**src/design/zrnd_pkg.sv**
```systemverilog
package zrnd_pkg;

   // Width of one run code; the all-ones code is the escape.
   localparam int CODE_BITS = 4;
   localparam int ESCAPE_CODE = (1 << CODE_BITS) - 1;

   // Bits held over between codes (always fewer than one byte).
   localparam int PEND_BITS = 7;
   localparam int PCNT_BITS = 3;

   // Worst case bits in flight for one code: held bits, an escape run and a one bit.
   localparam int MAX_BITS = PEND_BITS + ESCAPE_CODE + 1;
   localparam int MAX_BYTES = (MAX_BITS + 7) / 8;
   localparam int WIN_BITS = 8 * MAX_BYTES;
   localparam int TOTAL_W = $clog2(WIN_BITS + 1);
   localparam int CNT_W = $clog2(MAX_BYTES + 1);

   // Job queue between the front and the back.
   localparam int QUEUE_DEPTH = 2;
   localparam int QPTR_W = $clog2(QUEUE_DEPTH);
   localparam int QCNT_W = $clog2(QUEUE_DEPTH + 1);

   typedef struct packed {
      logic [CODE_BITS-1:0] code;
      logic                 final_code;
   } req_type;

   typedef struct packed {
      logic [7:0] data_byte;
      logic       byte_valid;
      logic       end_of_stream;
   } rsp_type;

   // One decoded code as the back sees it: a window of bits, MSB first,
   // the number of results it yields, and how the stream closes.
   typedef struct packed {
      logic [WIN_BITS-1:0] window;
      logic [CNT_W-1:0]    count;
      logic                close;
      logic                marker;
   } job_type;

   // Queue handshake between the front and the queue.
   typedef struct packed {
      logic    push;
      job_type job;
   } push_type;

endpackage

```
**src/design/zrnd_front.sv**
```systemverilog
module zrnd_front (
   input  logic             clock,
   input  logic             reset,
   input  logic             req_valid,
   output logic             req_stall,
   input  zrnd_pkg::req_type req_payload,
   input  logic             queue_full,
   output zrnd_pkg::push_type push_out
);
   import zrnd_pkg::*;

   logic [PEND_BITS-1:0] pend_bits_ff, pend_bits_in;
   logic [PCNT_BITS-1:0] pend_count_ff, pend_count_in;

   logic                accept;
   logic                one_bit;
   logic [TOTAL_W-1:0]  total;
   logic [CNT_W-1:0]    full_bytes;
   logic [2:0]          rem;
   logic [WIN_BITS-1:0] window;
   logic [WIN_BITS-1:0] rest;
   logic [7:0]          head_byte;
   logic [CNT_W-1:0]    count;

   assign req_stall = queue_full;
   assign accept = req_valid && !req_stall;

   always_comb begin
      one_bit = (req_payload.code != CODE_BITS'(ESCAPE_CODE)) && !req_payload.final_code;
      total = TOTAL_W'(pend_count_ff) + TOTAL_W'(req_payload.code) + TOTAL_W'(one_bit);
      full_bytes = CNT_W'(total >> 3);
      rem = total[2:0];

      // Held bits go to the top of the window, the run of zeros follows,
      // then the closing one bit if there is one.
      window = {pend_bits_ff, {(WIN_BITS - PEND_BITS){1'b0}}}
               << (PEND_BITS - int'(pend_count_ff));
      if (one_bit) begin
         window = window | ({1'b1, {(WIN_BITS - 1){1'b0}}}
                  >> (TOTAL_W'(pend_count_ff) + TOTAL_W'(req_payload.code)));
      end

      rest = window << (8 * int'(full_bytes));
      head_byte = rest[WIN_BITS-1 -: 8];

      if (!req_payload.final_code) begin
         count = full_bytes;
      end else if (rem != 3'd0) begin
         count = full_bytes + CNT_W'(1);
      end else if (full_bytes == '0) begin
         count = CNT_W'(1);
      end else begin
         count = full_bytes;
      end
   end

   always_comb begin
      pend_bits_in = pend_bits_ff;
      pend_count_in = pend_count_ff;
      if (accept) begin
         if (req_payload.final_code) begin
            pend_bits_in = '0;
            pend_count_in = '0;
         end else begin
            pend_bits_in = PEND_BITS'(head_byte >> (4'd8 - {1'b0, rem}));
            pend_count_in = rem;
         end
      end
   end

   always_comb begin
      push_out.push = accept && (count != '0);
      push_out.job.window = window;
      push_out.job.count = count;
      push_out.job.close = req_payload.final_code;
      push_out.job.marker = req_payload.final_code && (full_bytes == '0) && (rem == 3'd0);
   end

   always_ff @(posedge clock) begin
      if (reset) begin
         pend_bits_ff <= '0;
         pend_count_ff <= '0;
      end else begin
         pend_bits_ff <= pend_bits_in;
         pend_count_ff <= pend_count_in;
      end
   end

endmodule

```
**src/design/zrnd_queue.sv**
```systemverilog
module zrnd_queue (
   input  logic               clock,
   input  logic               reset,
   input  zrnd_pkg::push_type push_in,
   output logic               full,
   output logic               head_valid,
   output zrnd_pkg::job_type  head_job,
   input  logic               pop
);
   import zrnd_pkg::*;

   job_type             slot_ff [QUEUE_DEPTH];
   logic [QPTR_W-1:0]   wr_ptr_ff, wr_ptr_in;
   logic [QPTR_W-1:0]   rd_ptr_ff, rd_ptr_in;
   logic [QCNT_W-1:0]   fill_ff, fill_in;
   logic                do_push;
   logic                do_pop;

   assign full = (fill_ff == QCNT_W'(QUEUE_DEPTH));
   assign head_valid = (fill_ff != '0);
   assign head_job = slot_ff[rd_ptr_ff];
   assign do_push = push_in.push && !full;
   assign do_pop = pop && head_valid;

   always_comb begin
      wr_ptr_in = wr_ptr_ff;
      rd_ptr_in = rd_ptr_ff;
      fill_in = fill_ff;
      if (do_push) begin
         wr_ptr_in = (wr_ptr_ff == QPTR_W'(QUEUE_DEPTH - 1)) ? '0 : wr_ptr_ff + QPTR_W'(1);
      end
      if (do_pop) begin
         rd_ptr_in = (rd_ptr_ff == QPTR_W'(QUEUE_DEPTH - 1)) ? '0 : rd_ptr_ff + QPTR_W'(1);
      end
      if (do_push && !do_pop) begin
         fill_in = fill_ff + QCNT_W'(1);
      end else if (do_pop && !do_push) begin
         fill_in = fill_ff - QCNT_W'(1);
      end
   end

   always_ff @(posedge clock) begin
      if (reset) begin
         wr_ptr_ff <= '0;
         rd_ptr_ff <= '0;
         fill_ff <= '0;
      end else begin
         wr_ptr_ff <= wr_ptr_in;
         rd_ptr_ff <= rd_ptr_in;
         fill_ff <= fill_in;
      end
   end

   always_ff @(posedge clock) begin
      if (do_push) begin
         slot_ff[wr_ptr_ff] <= push_in.job;
      end
   end

endmodule

```
**src/design/zrnd_back.sv**
```systemverilog
module zrnd_back (
   input  logic              clock,
   input  logic              reset,
   input  logic              head_valid,
   input  zrnd_pkg::job_type head_job,
   output logic              pop,
   output logic              rsp_valid,
   input  logic              rsp_stall,
   output zrnd_pkg::rsp_type rsp_payload
);
   import zrnd_pkg::*;

   logic [CNT_W-1:0]    idx_ff, idx_in;
   logic                rsp_valid_ff, rsp_valid_in;
   rsp_type             rsp_ff, rsp_in;
   logic                load;
   logic                take;
   logic                last_piece;
   logic [WIN_BITS-1:0] shifted;

   assign load = !rsp_valid_ff || !rsp_stall;
   assign take = load && head_valid;
   assign last_piece = (idx_ff == head_job.count - CNT_W'(1));
   assign pop = take && last_piece;

   always_comb begin
      shifted = head_job.window << (8 * int'(idx_ff));
      rsp_in.data_byte = shifted[WIN_BITS-1 -: 8];
      rsp_in.byte_valid = !head_job.marker;
      rsp_in.end_of_stream = head_job.close && last_piece;

      rsp_valid_in = load ? head_valid : rsp_valid_ff;

      idx_in = idx_ff;
      if (take) begin
         idx_in = last_piece ? '0 : idx_ff + CNT_W'(1);
      end
   end

   always_ff @(posedge clock) begin
      if (reset) begin
         idx_ff <= '0;
         rsp_valid_ff <= 1'b0;
      end else begin
         idx_ff <= idx_in;
         rsp_valid_ff <= rsp_valid_in;
      end
   end

   always_ff @(posedge clock) begin
      if (take) begin
         rsp_ff <= rsp_in;
      end
   end

   assign rsp_valid = rsp_valid_ff;
   assign rsp_payload = rsp_ff;

endmodule

```
**src/design/zero_run_nibble_decoder.sv**
```systemverilog
// Path: a code's first byte goes through the job queue and then the output register.
// Throughput: one code per cycle in while the queue has room; one result per cycle out
// of the output register while rsp_stall is low. A code yields up to three results.
// Reset: synchronous, active high; clears the held partial byte, the job queue and the
// output valid, so a new stream starts empty.
module zero_run_nibble_decoder (
   input  logic              clock,
   input  logic              reset,
   input  logic              req_valid,
   output logic              req_stall,
   input  zrnd_pkg::req_type req_payload,
   output logic              rsp_valid,
   input  logic              rsp_stall,
   output zrnd_pkg::rsp_type rsp_payload
);
   import zrnd_pkg::*;

   // The front turns codes that yield results into jobs: a window of decoded bits,
   // the number of bytes to send and how the stream closes. It also keeps the partial byte.
   push_type push;
   logic     queue_full;

   // The queue lets the front keep taking codes while the back drains bytes.
   logic     head_valid;
   job_type  head_job;
   logic     pop;

   zrnd_front u_front (
      .clock       (clock),
      .reset       (reset),
      .req_valid   (req_valid),
      .req_stall   (req_stall),
      .req_payload (req_payload),
      .queue_full  (queue_full),
      .push_out    (push)
   );

   zrnd_queue u_queue (
      .clock      (clock),
      .reset      (reset),
      .push_in    (push),
      .full       (queue_full),
      .head_valid (head_valid),
      .head_job   (head_job),
      .pop        (pop)
   );

   // The back sends one byte per transfer and retires a job after its last byte.
   zrnd_back u_back (
      .clock       (clock),
      .reset       (reset),
      .head_valid  (head_valid),
      .head_job    (head_job),
      .pop         (pop),
      .rsp_valid   (rsp_valid),
      .rsp_stall   (rsp_stall),
      .rsp_payload (rsp_payload)
   );

endmodule

```
**config.mk**
```make
export PLATFORM = sky130hd
export DESIGN_NAME = zero_run_nibble_decoder
export DESIGN_NICKNAME = d
export VERILOG_FILES = /design/src/design/zrnd_pkg.sv /design/src/design/zrnd_front.sv /design/src/design/zrnd_queue.sv /design/src/design/zrnd_back.sv /design/src/design/zero_run_nibble_decoder.sv
export SDC_FILE = /design/constraint.sdc
export NUM_CORES = 1
export LEC_CHECK = 0
export ABC_AREA = 1
export BUFFER_PORTS_ARGS = -buffer_cell sky130_fd_sc_hd__buf_2
export CORE_MARGIN = 5
export CORE_UTILIZATION = 30
export DETAILED_ROUTE_END_ITERATION = 10
export RECOVER_POWER = 100
export SETUP_SLACK_MARGIN = 0.1
export SLEW_MARGIN = 10
export SYNTH_ARGS = -nofsm -noshare
export SYNTH_HDL_FRONTEND = slang
export SYNTH_SLANG_ARGS = --single-unit
```
**constraint.sdc**
```tcl
create_clock -name clock -period 4.3 [get_ports clock]
set_input_delay 0.86 -clock clock [delete_from_list [all_inputs] [get_ports clock]]
set_output_delay 0.86 -clock clock [all_outputs]
set_load 0.02 [all_outputs]
```
---- Word level (Yosys, flattened, before mapping) ----
Memory sizes are Yosys's and may differ from the RTL's. A register that Yosys moved wholly into a read port is not among the register bits.
Index checks and enable logic that the tools add are counted.
operators by class
  add/subtract/negate cells ............... 11
  multiply operators ...................... 0
  div/mod/pow operators ................... 0
  order comparisons ....................... 0
  equal/unequal tests ..................... 3
  shift operators ......................... 5
  multiplexer cells ....................... 15
  bitwise logic cells ..................... 1
  reduce and logical (&&, ||, !) cells .... 26
operator list
  cell                   number
  $shl 24x5->24          2
  $shl 24x32->24         1
  $mux 24                1
  $or 24x24->24          1
  $shr 24x5->24 const A  1
  $logic_and 1x1->1      12
  $mux 2                 6
  $shr 8x4->7            1
  $logic_not 1->1        7
  $mux 7                 1
  $add 2x1->2 const B    3
  $mux 1                 6
  $reduce_bool 2->1      3
  $add 3x4->5            1
  $add 5x1->5            1
  $ne 4x4->1 const B     1
  $sub 2x1->2 const B    2
  $sub 3x3->4 const A    1
  $sub 4x3->4 const A    1
  $logic_not 3->1        1
  $mux 3                 1
  $reduce_bool 3->1      1
  $add 1x1->1 const B    2
  $eq 2x2->1             1
  other kinds (3)        3
storage, ports and cells
  register bits after elaboration ......... 27
  bits in latches ......................... 0
  RAM bits ................................ 56
  memory bits (read-only) ................. 0
  input port bits ......................... 9
  output and inout bits ................... 12
  logic and storage cells ................. 72
  memories ................................ 1
memory list
  name             depth  bits a word  read ports  clocked after Yosys merged registers in  write ports  line              RTL
  u_queue.slot_ff  2      28           1           1                                        1            zrnd_queue.sv:12  job_type slot_ff [QUEUE_DEPTH];

---- Logic depth before layout (Yosys ltp) ----
Gate-level depths: netlist (run 1).
  depth after elaboration ................. 14
  mapped depth ............................ 22
  depth with buffers taken out ............ 22

---- Hierarchy ----
From an unflattened synthesis (run 1), not the netlist that was laid out.
unflattened totals
  cell total of the unflattened synthesis .. 530
  area total of the unflattened synthesis .. 4,809.6 µm²
by module, submodules not included
  module      instances  cells an instance  area an instance (µm²)  sequential area each (µm²)
  zrnd_queue  1          124                2,367.3                 1,781.7
  zrnd_front  1          325                1,732.9                 200.2
  zrnd_back   1          81                 709.4                   360.3

---- Worst setup path before layout (run 1) ----
Ideal clock, no wire load.
  path type ............................... input-to-reg
  from .................................... in req_payload[1] in the netlist's numbering
  to ...................................... mem u_queue.slot_ff[0][0] in the netlist's numbering, enable pin
  setup time .............................. 0.413 ns
  arrival time ............................ 4.108 ns
  required time ........................... 3.887 ns
  slack ................................... -0.221 ns
  stages on the path ...................... 15
  path buffers ............................ 0
  cell sequence ........................... ha_1 > fa_1 > ha_1 > inv_1 > ha_1 > ha_1 > nor2_1 > inv_1 > nand2_1 > o21ai_1 > nand2_1 > inv_1 > nor2_2 > inv_1 > nor2_1
between the ends
  cells in the longest elaborated chain, start to end .. 12
  elaborated cells on any way between the ends .. 15
  classes of those cells .................. 3 x add/sub; 1 x eq/ne; 5 x mux; 6 x reduce/logical
ends and longest elaborated chain
  item                                                 line                           RTL
  start, declared                                      zero_run_nibble_decoder.sv:11  input zrnd_pkg::req_type req_payload,
  branches (longest 2 deep; another with $add 3x4->5)  -
  $add 5x1->5 *                                        zrnd_front.sv:30               total = TOTAL_W'(pend_count_ff) + TOTAL_W'(req_payload.code) + TOTAL_W'(one_bit);
  branches (longest 3 deep; another with $add 2x1->2)  -
  $mux 2 *                                             zrnd_front.sv:46               if (!req_payload.final_code) begin
  $reduce_bool 2->1 *                                  zrnd_front.sv:72               push_out.push = accept && (count != '0);
  $logic_and 1x1->1 *                                  zrnd_front.sv:72
  $logic_and 1x1->1 *                                  zrnd_queue.sv:22               assign do_push = push_in.push && !full;
  net u_queue.do_push                                  zrnd_queue.sv:16               logic do_push;
  $mux 1 *                                             zrnd_queue.sv:55               if (do_push) begin
  $mux 1 (not written as such) *                       zrnd_queue.sv:56               slot_ff[wr_ptr_ff] <= push_in.job;
  end, declared                                        zrnd_queue.sv:12
Mark *: on every way through the listed nets, which the timed path passes.

---- Final worst setup path (run 1) ----
  from .................................... in req_payload[1] in the netlist's numbering
  to ...................................... mem u_queue.slot_ff[0][24] in the netlist's numbering, enable pin
Same word-level chain as after synthesis.

==> results of run 1 <==
worst max-delay path: cells and delay by family:
family	cells	cell delay (ps)
AND/OR/NAND/NOR	7	800
AO/OA/AOI/OAI	1	70
adder cells (fa/ha/maj)	4	1230
buffers and inverters	7	840
synthesized netlist by cell type (all sizes together) (2+ instances only):
cell,number,area share
a21oi,16,0.022
buf,9,0.016
clkbuf,10,0.0084
clkinv,2,0.0017
dfxtp,18,0.081
edfxtp,66,0.44
ha,9,0.025
inv,44,0.037
mux2i,2,0.0045
nand2,132,0.12
nand3,53,0.062
nor2,89,0.090
o211ai,3,0.0050
o21ai,44,0.050
o32ai,8,0.016
xor2,2,0.0039
report_power, final:
group	internal (mW)	switching (mW)	total, mW
registers	1.09	0.0790	1.17
clock network	0.453	0.314	0.766
logic	0.282	0.657	0.939
worst min-delay path by stage:
stage / startpoint / to / cells past startpoint
after CTS: u_front.pend_bits_ff[6]$_SDFFE_PP0P_ / u_front.pend_bits_ff[6]$_SDFFE_PP0P_ / 2
final: u_front.pend_bits_ff[6]$_SDFFE_PP0P_ / u_front.pend_bits_ff[6]$_SDFFE_PP0P_ / 2
after floorplan: u_front.pend_bits_ff[6]$_SDFFE_PP0P_ / u_front.pend_bits_ff[6]$_SDFFE_PP0P_ / 2
after global placement: u_front.pend_bits_ff[6]$_SDFFE_PP0P_ / u_front.pend_bits_ff[6]$_SDFFE_PP0P_ / 2
after detailed placement: u_front.pend_bits_ff[6]$_SDFFE_PP0P_ / u_front.pend_bits_ff[6]$_SDFFE_PP0P_ / 2
after global routing: u_front.pend_bits_ff[5]$_SDFFE_PP0P_ / u_front.pend_bits_ff[5]$_SDFFE_PP0P_ / 2
stage by stage:
| stage | power (mW) | instances | setup slack (ps) | hold slack [ps] |
|---|---|---|---|---|
| CTS | 2.95 | 720 | 613 | 477 |
| detailed placement | 2.17 | 704 | 260 | 469 |
| finish | 2.88 | 720 | 473 | 478 |
| global route | 3.09 | 720 | 193 | 513 |
| floorplan | 1.90 | 512 | 223 | 445 |
| global placement | 2.15 | 704 | 367 | 459 |
registers in the layout, summed over array words and instances (netlist names), named ones only:
register,cells
u_queue.wr_ptr_ff,1
u_front.pend_bits_ff,7
u_queue.slot_ff,56
u_back.idx_ff,2
u_back.rsp_payload,10
u_queue.rd_ptr_ff,1
u_queue.fill_ff,2
u_back.rsp_valid,1
u_front.pend_count_ff,3
layout by cell type (no fill, tap or decap), drive strengths merged:
cell	count
a21oi	16
bufinv	1
o21ai	44
buf	10
o31ai	1
nor3	1
o211ai	3
nand3	53
fa	1
dfxtp	18
clkinv	6
edfxtp	66
ha	9
xor2	2
mux2i	2
a21boi	1
inv	46
nand4	1
nor2	89
o32ai	8
clkbuf	26
nand2	132
cell type report:
class / instances / area share
clock buffers: 9 / 0.0453
clock inverters: 7 / 0.0148
inverters: 46 / 0.0352
multi-input cells: 363 / 0.359
flip-flops and latches: 84 / 0.471
well taps: 184 / 0.0463
repair buffers: 27 / 0.0282
per-layer routing:
metal  up-vias  global-route usage  part of all wire
li1       1750                   -                 -
met1      1573               0.154              0.47
met2        69               0.193              0.48
met3        11              0.0275             0.037
met4         0              0.0423             0.012
met5         -                   0                 0
kinds of logic (layout without fill, tap and decap cells):
group,Yosys count,after routing,share of synthesized area
compound gates,73,73,0.0974
mux,2,2,0.00448
xor+xnor,2,2,0.00392
fa+ha+maj,10,10,0.0297
flops,84,84,0.524
simple gates,276,276,0.278
buf+inv,65,89,0.0632
==> results.py, run 1 <==
metrics = {
    "status": {
        "status": "complete, no violations",
    },
    "worst_setup_path": {
        "endpoint": "u_queue.slot_ff[0][24]$_DFFE_PP_",
        "critPathMaxFanout": 28,
        "r2r_cells": 17,
        "worst-r2r-setup-slack_ps": 700,
        "crit_slowest_cell": "sky130_fd_sc_hd__fa_1",
        "worst-setup-path-type": "input port to flip-flop",
        "ordered_cell_list_for_the_critical_path": "clkbuf_1 -> ha_1 -> fa_1 -> ha_1 -> inv_1 -> nor2_1 -> nor2_1 -> inv_1 -> ha_1 -> nor2_1 -> inv_1 -> nand2_1 -> o21ai_1 -> nand2_1 -> inv_1 -> nor2_1 -> inv_1 -> nor2_2 -> clkbuf_4",
        "crit_path_max_incr_delay_ps": 520,
        "critical_path_required_ps": 4280,
        "worst_setup_path_start_kind": "input port",
        "reg2reg_from": "u_front.pend_count_ff[1]$_SDFFE_PP0P_",
        "worstSetupEndpointType": "flip-flop",
        "timing.critical_path.from": "req_payload[1]",
        "critical-path-top-cell-by-count": "sky130_fd_sc_hd__inv_1",
        "crit-reg2reg-capture": "u_queue.slot_ff[0][24]$_DFFE_PP_",
        "arrival_time_of_data_at_the_critical_path_endpoint_ps": 3810,
    },
    "timing": {
        "max_slew.worst_pin.slew_ps": 1280,
        "timing.final.max_slew_violations": 0,
        "max_clock_freq_mhz": 261,
        "maxSlewHeadroom": 0.148,
        "layout_min_cycle_time_ps": 3830,
        "setup_repair_after_global_routing_missed_its_margin": "false",
        "finalSetupViolations": 0,
        "skew_ps": 8.35,
        "finalSetupTns_ps": 0,
        "final_period_utilization": 0.890,
        "timing.final.hold_violations": 0,
    },
    "layout": {
        "area_of_all_sequential_standard_cells_um2": 2340,
        "postLayoutCellArea_um2": 4970,
        "areaGrowthSynthToFinish_pct": 11.2,
        "n_fill_cell": 1496,
        "drive_above_1_share": 0.0951,
        "multi_input_area_um2": 1790,
        "final_net_count": 550,
        "final_core_util": 0.341,
        "diodes": 0,
    },
    "global_route": {
        "first_global_vias": 3367,
        "grt.total_usage": 0.119,
        "grt_pass1_wl_um": 16900,
        "grt_overflow_total": 0,
        "antenna_violations_before_repair": 0,
        "grt_start_max_net_pins": 30,
    },
    "synth": {
        "synth_fp_nets": 531,
        "async_reset_ff_frac": 0,
        "yosysSeqAreaShare": 0.524,
        "post_synth_inst_count": 512,
        "synth_enable_flop_cells": 66,
        "synth.avg_cell_area_um2": 8.73,
        "ys_dominant_reg_cell": "sky130_fd_sc_hd__edfxtp_1",
        "synth_area_um2": 4470,
        "synth.yosys.warnings": 0,
        "ys_ff_latch": 84,
        "yosysUniqueCellTypes": 33,
    },
    "pwr": {
        "max-vdd-ir-drop_mv": 0.209,
        "cellPowerDensity_nw_per_um2": 579,
        "power.static_leakage_nw": 1.94,
    },
    "hold_path": {
        "timing.hold.worst.class": "flip-flop to flip-flop",
    },
    "cts": {
        "clock_tree.root_cell": "sky130_fd_sc_hd__clkbuf_16",
        "clock_tree.htree_level_count": 3,
        "cts-resized-gates": 0,
        "cts.repair_timing.setup_buffer_count": 0,
        "cts_hold_buffers": 0,
        "cts_buffers": 9,
        "cts_sinks": 84,
        "clk_path_buf_depth": 2,
        "tritoncts": "yes",
        "clock_insertion_delay_worst_skew_ps": 330,
        "clock_pin_slew_on_the_worst_setup_and_hold_paths_ps": 60,
    },
    "drt": {
        "detail-route-antenna-nets": 0,
        "via_count": 3403,
        "detail_route.vias_per_cell": 4.73,
        "initialDrtViolationCount": 280,
        "post_drt_wl_per_cell_um": 13.9,
        "route.detailed.drc": 0,
        "detail_route.wirelength_um": 9990,
        "drtPass1Iterations": 6,
    },
    "place": {
        "globalplace.congestion": 0.882,
        "dpl_cell_area_um2": 4770,
        "port_buffers": 20,
        "dp_hpwl_um": 7470,
    },
    "floorplan": {
        "dieArea_um2": 17400,
        "boundaryPins": 21,
        "dieWidth_um": 132,
        "num_rows": 44,
        "die_y_um": 132,
        "core_um2": 14600,
        "floorplan.initialDensity": 0.307,
    },
    "flow_run": {
        "drv.max_cap_violation_count": 0,
    },
}
(Power assumes the default switching activity.)
==> inputs of run 2 (changes only) <==
--- a/config.mk
+++ b/config.mk
@@ -7,9 +7,12 @@
 export LEC_CHECK = 0
 export ABC_AREA = 1
 export BUFFER_PORTS_ARGS = -buffer_cell sky130_fd_sc_hd__buf_2
+export CELL_PAD_IN_SITES_DETAIL_PLACEMENT = 0
+export CELL_PAD_IN_SITES_GLOBAL_PLACEMENT = 1
 export CORE_MARGIN = 5
-export CORE_UTILIZATION = 30
+export CORE_UTILIZATION = 43
 export DETAILED_ROUTE_END_ITERATION = 10
+export PLACE_DENSITY_LB_ADDON = 0.1
 export RECOVER_POWER = 100
 export SETUP_SLACK_MARGIN = 0.1
 export SLEW_MARGIN = 10
==> run 2 against run 1 <==
Net effect:
- combinational power hardly changed
- die area is 28% lower
- first-iteration DRC count is 32% lower
- final area is 3.1% lower
- worst hold slack hardly changed
- sequential power hardly changed
- non-clock buffer count is 3 higher
- largest power group unchanged
- global-route usage is 5.0 points higher
- critical path depth is 1 higher
- critical endpoint is now u_queue.fill_ff[1]$_SDFFE_PP0P_
- maximum frequency is 2.1% higher
- sequential share of layout area is 1.5 points higher
- register-to-register slack better by 100 ps
- highest routed layer unchanged
==> results.py, run 2 (synthesis results as in run 1) <==
metrics = {
    "place": {
        "globalplace.congestion": 0.882,
        "dpl_cell_area_um2": 4740,
        "port_buffers": 20,
        "dp_hpwl_um": 7680,
    },
    "global_route": {
        "grt.total_usage": 0.169,
        "grt_overflow_total": 0,
        "grt_start_max_net_pins": 30,
        "first_global_vias": 3401,
        "antenna_violations_before_repair": 0,
        "grt_pass1_wl_um": 16900,
    },
    "worst_setup_path": {
        "reg2reg_from": "u_front.pend_count_ff[0]$_SDFFE_PP0P_",
        "critical_path_required_ps": 4530,
        "critPathMaxFanout": 5,
        "worst-r2r-setup-slack_ps": 800,
        "worst_setup_path_start_kind": "input port",
        "worstSetupEndpointType": "flip-flop",
        "worst-setup-path-type": "input port to flip-flop",
        "timing.critical_path.from": "req_payload[1]",
        "r2r_cells": 19,
        "crit-reg2reg-capture": "u_queue.fill_ff[1]$_SDFFE_PP0P_",
        "arrival_time_of_data_at_the_critical_path_endpoint_ps": 3980,
    },
    "cts": {
        "cts_hold_buffers": 0,
        "clock_insertion_delay_worst_skew_ps": 350,
        "cts.repair_timing.setup_buffer_count": 0,
        "clk_path_buf_depth": 2,
        "cts_buffers": 9,
        "clock_pin_slew_on_the_worst_setup_and_hold_paths_ps": 90,
        "clock_tree.htree_level_count": 3,
        "tritoncts": "yes",
        "cts_sinks": 84,
        "cts-resized-gates": 0,
        "clock_tree.root_cell": "sky130_fd_sc_hd__clkbuf_8",
    },
    "hold_path": {
        "min_from": "u_back.rsp_valid$_SDFFE_PP0N_",
        "hold_path_depth": 2,
        "worstHoldEndpoint": "u_back.rsp_valid$_SDFFE_PP0N_",
        "timing.hold.worst.class": "flip-flop to flip-flop",
    },
    "layout": {
        "commonest_non_fill_non_tap_cell_in_the_layout": "sky130_fd_sc_hd__nand2_1",
        "largest_register_ff_count": 56,
        "mostFrequentLayoutCells": "sky130_fd_sc_hd__nand2_1 (123), sky130_fd_sc_hd__nor2_1 (86), sky130_fd_sc_hd__edfxtp_1 (66), sky130_fd_sc_hd__nand3_1 (51), sky130_fd_sc_hd__inv_1 (40)",
        "drive_above_1_share": 0.0891,
        "postLayoutCellArea_um2": 4820,
        "final_net_count": 553,
        "diodes": 0,
        "areaGrowthSynthToFinish_pct": 7.72,
        "registers.top_by_ff_count": "u_queue.slot_ff",
    },
    "floorplan": {
        "dieWidth_um": 112,
        "floorplan.initialDensity": 0.437,
        "boundaryPins": 21,
        "core_um2": 10200,
        "num_rows": 37,
        "dieArea_um2": 12500,
        "die_y_um": 112,
    },
    "timing": {
        "timing.final.max_slew_violations": 0,
        "layout_min_cycle_time_ps": 3750,
        "finalSetupViolations": 0,
        "skew_ps": 12.7,
        "fin_worst_hold_slack_ps": 478,
        "final_period_utilization": 0.872,
        "max_slew.worst_pin.slew_ps": 1250,
        "timing.final.hold_violations": 0,
        "finalSetupTns_ps": 0,
        "maxSlewHeadroom": 0.164,
        "max_clock_freq_mhz": 267,
        "setup_repair_after_global_routing_missed_its_margin": "false",
    },
    "pwr": {
        "p_comb_frac": 0.350,
        "power.static_leakage_nw": 1.90,
        "share_clk_of_total_power": 0.216,
        "cellPowerDensity_nw_per_um2": 559,
        "internal_dissipation_mw": 1.66,
        "switching_part_of_the_total": 0.385,
        "p_seq_frac": 0.434,
        "max-vdd-ir-drop_mv": 0.231,
        "power.switching_mw": 1.04,
    },
    "drt": {
        "detail_route.vias_per_cell": 5.06,
        "route.detailed.drc": 0,
        "drtPass1Iterations": 4,
        "initialDrtViolationCount": 191,
        "detail_route.wirelength_um": 10300,
        "post_drt_wl_per_cell_um": 15.2,
        "via_count": 3418,
        "detail-route-antenna-nets": 0,
    },
    "status": {
        "status": "complete, no violations",
    },
    "flow_run": {
        "drv.max_cap_violation_count": 0,
    },
}
==> run 2: per-layer routing <==
metal / part of all wire / track usage / up-vias
met5: 0 / 0 / -
met4: 0.018 / 0.0529 / 0
met3: 0.038 / 0.0353 / 16
met2: 0.49 / 0.286 / 56
met1: 0.45 / 0.217 / 1588
li1: - / - / 1758
==> run 2: cell type report <==
class / count / area (µm²)
inverters: 46 / 174
fillers: 1034 / 5410
clock buffers: 9 / 124
clock inverters: 7 / 82.6
repair buffers: 30 / 171
flip-flops and latches: 84 / 2340
multi-input cells: 363 / 1750
well taps: 136 / 170
==> run 2: power groups by stage <==
stage               logic, mW  registers (mW)  clock network [mW]
floorplan               0.676            1.23                   0
global placement        0.988            1.19                   0
detailed placement      0.998            1.19                   0
CTS                      1.00            1.17               0.599
global route             1.08            1.19               0.635
finish                  0.942            1.17               0.583
==> run 2: critical path, stage by stage <==
cell and delay (ps):
sky130_fd_sc_hd__clkbuf_1 90, sky130_fd_sc_hd__ha_1 240, sky130_fd_sc_hd__fa_1 520, sky130_fd_sc_hd__ha_1 250, sky130_fd_sc_hd__inv_1 50, sky130_fd_sc_hd__nor2_1 60, sky130_fd_sc_hd__nor2_1 200, sky130_fd_sc_hd__inv_1 80
sky130_fd_sc_hd__ha_1 210, sky130_fd_sc_hd__nor2_1 150, sky130_fd_sc_hd__inv_1 70, sky130_fd_sc_hd__o21ai_0 220, sky130_fd_sc_hd__nand2_1 90, sky130_fd_sc_hd__inv_1 60, sky130_fd_sc_hd__nor2_1 50, sky130_fd_sc_hd__ha_1 300
sky130_fd_sc_hd__a21oi_1 110, sky130_fd_sc_hd__o21ai_0 120, sky130_fd_sc_hd__o21ai_0 190, sky130_fd_sc_hd__a21oi_1 60
==> run 2: per-stage QoR <==
step	utilization	instances	power (mW)	setup WS, ps
after floorplan	-	512	1.90	223
after global placement	0.463	659	2.18	400
after detailed placement	0.463	659	2.19	279
after CTS	0.483	675	2.77	663
after global routing	0.471	675	2.91	227
final	0.471	675	2.69	550
==> run 2: worst max-delay path by stage <==
stage,slack [ps],depth (start not counted),end
finish,550,20,u_queue.fill_ff[1]$_SDFFE_PP0P_
global placement,400,18,u_queue.fill_ff[1]$_SDFFE_PP0P_
detailed placement,280,18,u_queue.fill_ff[1]$_SDFFE_PP0P_
CTS,660,18,u_queue.fill_ff[1]$_SDFFE_PP0P_
floorplan,220,15,u_queue.slot_ff[1][0]$_DFFE_PP_
global route,230,21,u_queue.fill_ff[1]$_SDFFE_PP0P_
==> inputs of run 3 (changes only) <==
--- a/config.mk
+++ b/config.mk
@@ -7,10 +7,10 @@
 export LEC_CHECK = 0
 export ABC_AREA = 1
 export BUFFER_PORTS_ARGS = -buffer_cell sky130_fd_sc_hd__buf_2
-export CELL_PAD_IN_SITES_DETAIL_PLACEMENT = 0
-export CELL_PAD_IN_SITES_GLOBAL_PLACEMENT = 1
+export CELL_PAD_IN_SITES_DETAIL_PLACEMENT = 2
+export CELL_PAD_IN_SITES_GLOBAL_PLACEMENT = 2
 export CORE_MARGIN = 5
-export CORE_UTILIZATION = 43
+export CORE_UTILIZATION = 35
 export DETAILED_ROUTE_END_ITERATION = 10
 export PLACE_DENSITY_LB_ADDON = 0.1
 export RECOVER_POWER = 100
==> run 3 against run 2 <==
Net effect:
- setup slack worse by 150 ps
- sequential power hardly changed
- largest cell class unchanged
- critical path depth is 2 lower
==> results.py, run 3 (synthesis results as in run 1) <==
metrics = {
    "layout": {
        "registers.top_by_ff_count": "u_queue.slot_ff",
        "commonest_non_fill_non_tap_cell_in_the_layout": "sky130_fd_sc_hd__nand2_1",
        "layout_cells_excl_fill": 710,
        "areaGrowthSynthToFinish_pct": 10.7,
        "drive_above_1_share": 0.0911,
        "mostFrequentLayoutCells": "sky130_fd_sc_hd__nand2_1 (123), sky130_fd_sc_hd__nor2_1 (84), sky130_fd_sc_hd__edfxtp_1 (66), sky130_fd_sc_hd__nand3_1 (51), sky130_fd_sc_hd__inv_1 (40)",
        "postLayoutCellArea_um2": 4950,
        "n_fill_cell": 1435,
        "final_core_util": 0.394,
        "diodes": 0,
        "final_net_count": 552,
        "largest_register_ff_count": 56,
    },
    "cts": {
        "clk_path_buf_depth": 2,
        "clock_insertion_delay_worst_skew_ps": 340,
        "cts-resized-gates": 0,
        "clock_pin_slew_on_the_worst_setup_and_hold_paths_ps": 60,
        "cts.repair_timing.setup_buffer_count": 0,
        "cts_buffers": 9,
        "cts_hold_buffers": 0,
        "clock_tree.htree_level_count": 3,
        "clock_tree.root_cell": "sky130_fd_sc_hd__clkbuf_16",
        "cts_sinks": 84,
        "tritoncts": "yes",
    },
    "global_route": {
        "grt.total_usage": 0.186,
        "grt_overflow_total": 0,
        "antenna_violations_before_repair": 0,
        "grt_pass1_wl_um": 21400,
        "first_global_vias": 4022,
        "grt_start_max_net_pins": 30,
    },
    "timing": {
        "max_clock_freq_mhz": 256,
        "layout_min_cycle_time_ps": 3900,
        "skew_ps": 10.5,
        "worst_slack_ps": 401,
        "setup_repair_after_global_routing_missed_its_margin": "false",
        "timing.final.max_slew_violations": 0,
        "final_period_utilization": 0.907,
        "timing.final.hold_violations": 0,
        "fin_worst_hold_slack_ps": 478,
        "finalSetupViolations": 0,
        "finalSetupTns_ps": 0,
        "max_slew.worst_pin.slew_ps": 1310,
        "maxSlewHeadroom": 0.127,
    },
    "worst_setup_path": {
        "reg2reg_from": "u_front.pend_count_ff[0]$_SDFFE_PP0P_",
        "critical-path-top-cell-by-count": "sky130_fd_sc_hd__inv_1",
        "critPathMaxFanout": 28,
        "worst_path_dominant_cell_family": "buffers and inverters",
        "worst_setup_path_start_kind": "input port",
        "worstSetupEndpointType": "flip-flop",
        "crit_path_max_incr_delay_ps": 410,
        "ordered_cell_list_for_the_critical_path": "clkbuf_1 -> inv_1 -> o21ai_2 -> inv_1 -> ha_1 -> clkinv_1 -> ha_1 -> ha_1 -> nor2_1 -> inv_1 -> nand2_1 -> o21ai_1 -> nand2_1 -> inv_1 -> nor2_1 -> inv_1 -> nor2_2 -> clkbuf_4",
        "critical_path_required_ps": 4290,
        "path_buf_inv": 8,
        "crit_slowest_cell": "sky130_fd_sc_hd__clkbuf_4",
        "timing.critical_path.from": "req_payload[0]",
        "worst-setup-path-type": "input port to flip-flop",
        "arrival_time_of_data_at_the_critical_path_endpoint_ps": 3890,
    },
    "pwr": {
        "max-vdd-ir-drop_mv": 0.165,
        "report.power.total_mw": 2.96,
        "power.static_leakage_nw": 1.94,
        "cellPowerDensity_nw_per_um2": 598,
    },
    "status": {
        "status": "complete, no violations",
    },
    "drt": {
        "route.detailed.drc": 0,
        "post_drt_wl_per_cell_um": 18.5,
        "via_count": 3611,
        "initialDrtViolationCount": 202,
        "detail_route.wirelength_um": 13100,
        "detail-route-antenna-nets": 0,
        "drtPass1Iterations": 4,
        "detail_route.vias_per_cell": 5.09,
    },
    "floorplan": {
        "die_y_um": 123,
        "dieWidth_um": 123,
        "core_um2": 12600,
        "dieArea_um2": 15100,
        "num_rows": 41,
        "floorplan.initialDensity": 0.356,
        "boundaryPins": 21,
    },
    "place": {
        "port_buffers": 20,
        "inst_count_dp": 694,
        "dpl_cell_area_um2": 4770,
        "dp_hpwl_um": 10100,
        "place_ws_ps": 203,
        "globalplace.congestion": 0.875,
    },
    "hold_path": {
        "min_from": "u_front.pend_bits_ff[6]$_SDFFE_PP0P_",
        "timing.hold.worst.class": "flip-flop to flip-flop",
    },
    "flow_run": {
        "drv.max_cap_violation_count": 0,
    },
}
## run 3: area by class of cell
type                    count  area [µm²]  share of cell area
inverters                  46         175              0.0354
multi-input cells         363        1770               0.357
repair buffers             29         155              0.0313
clock buffers              12         246              0.0498
flip-flops and latches     84        2340               0.473
clock inverters             4        51.3              0.0104
well taps                 172         215              0.0435
## run 3: worst paths after layout
check	depth (start not counted)	slack [ps]	endpoint
setup / recovery	18	400	u_queue.slot_ff[0][12]$_DFFE_PP_
hold reg to reg	2	480	u_front.pend_bits_ff[6]$_SDFFE_PP0P_
hold / removal	2	480	u_front.pend_bits_ff[6]$_SDFFE_PP0P_
setup reg to reg	16	760	u_queue.slot_ff[0][12]$_DFFE_PP_
## run 3: tightest hold or removal path: cells and delay by family, from the launching register on
family	cells	cell delay [ps]
AOI/OAI and AO/OA	1	60
DFF	1	310
and+or+nand+nor	1	60
## run 3: per-layer routing
metal | track usage | part of all wire | vias to the layer above | routed length [µm]
met5 | 0 | 0 | - | 0
met4 | 0.0574 | 0.017 | 0 | 222
met3 | 0.0325 | 0.025 | 15 | 329
met2 | 0.330 | 0.50 | 40 | 6580
met1 | 0.231 | 0.46 | 1799 | 6000
li1 | - | - | 1757 | -
## run 3: report_power, final
group	leakage, nW	internal [mW]	switching, mW
registers	0.775	1.10	0.0835
logic	1.02	0.285	0.718
clock network	0.143	0.466	0.314
total	1.94	1.85	1.12
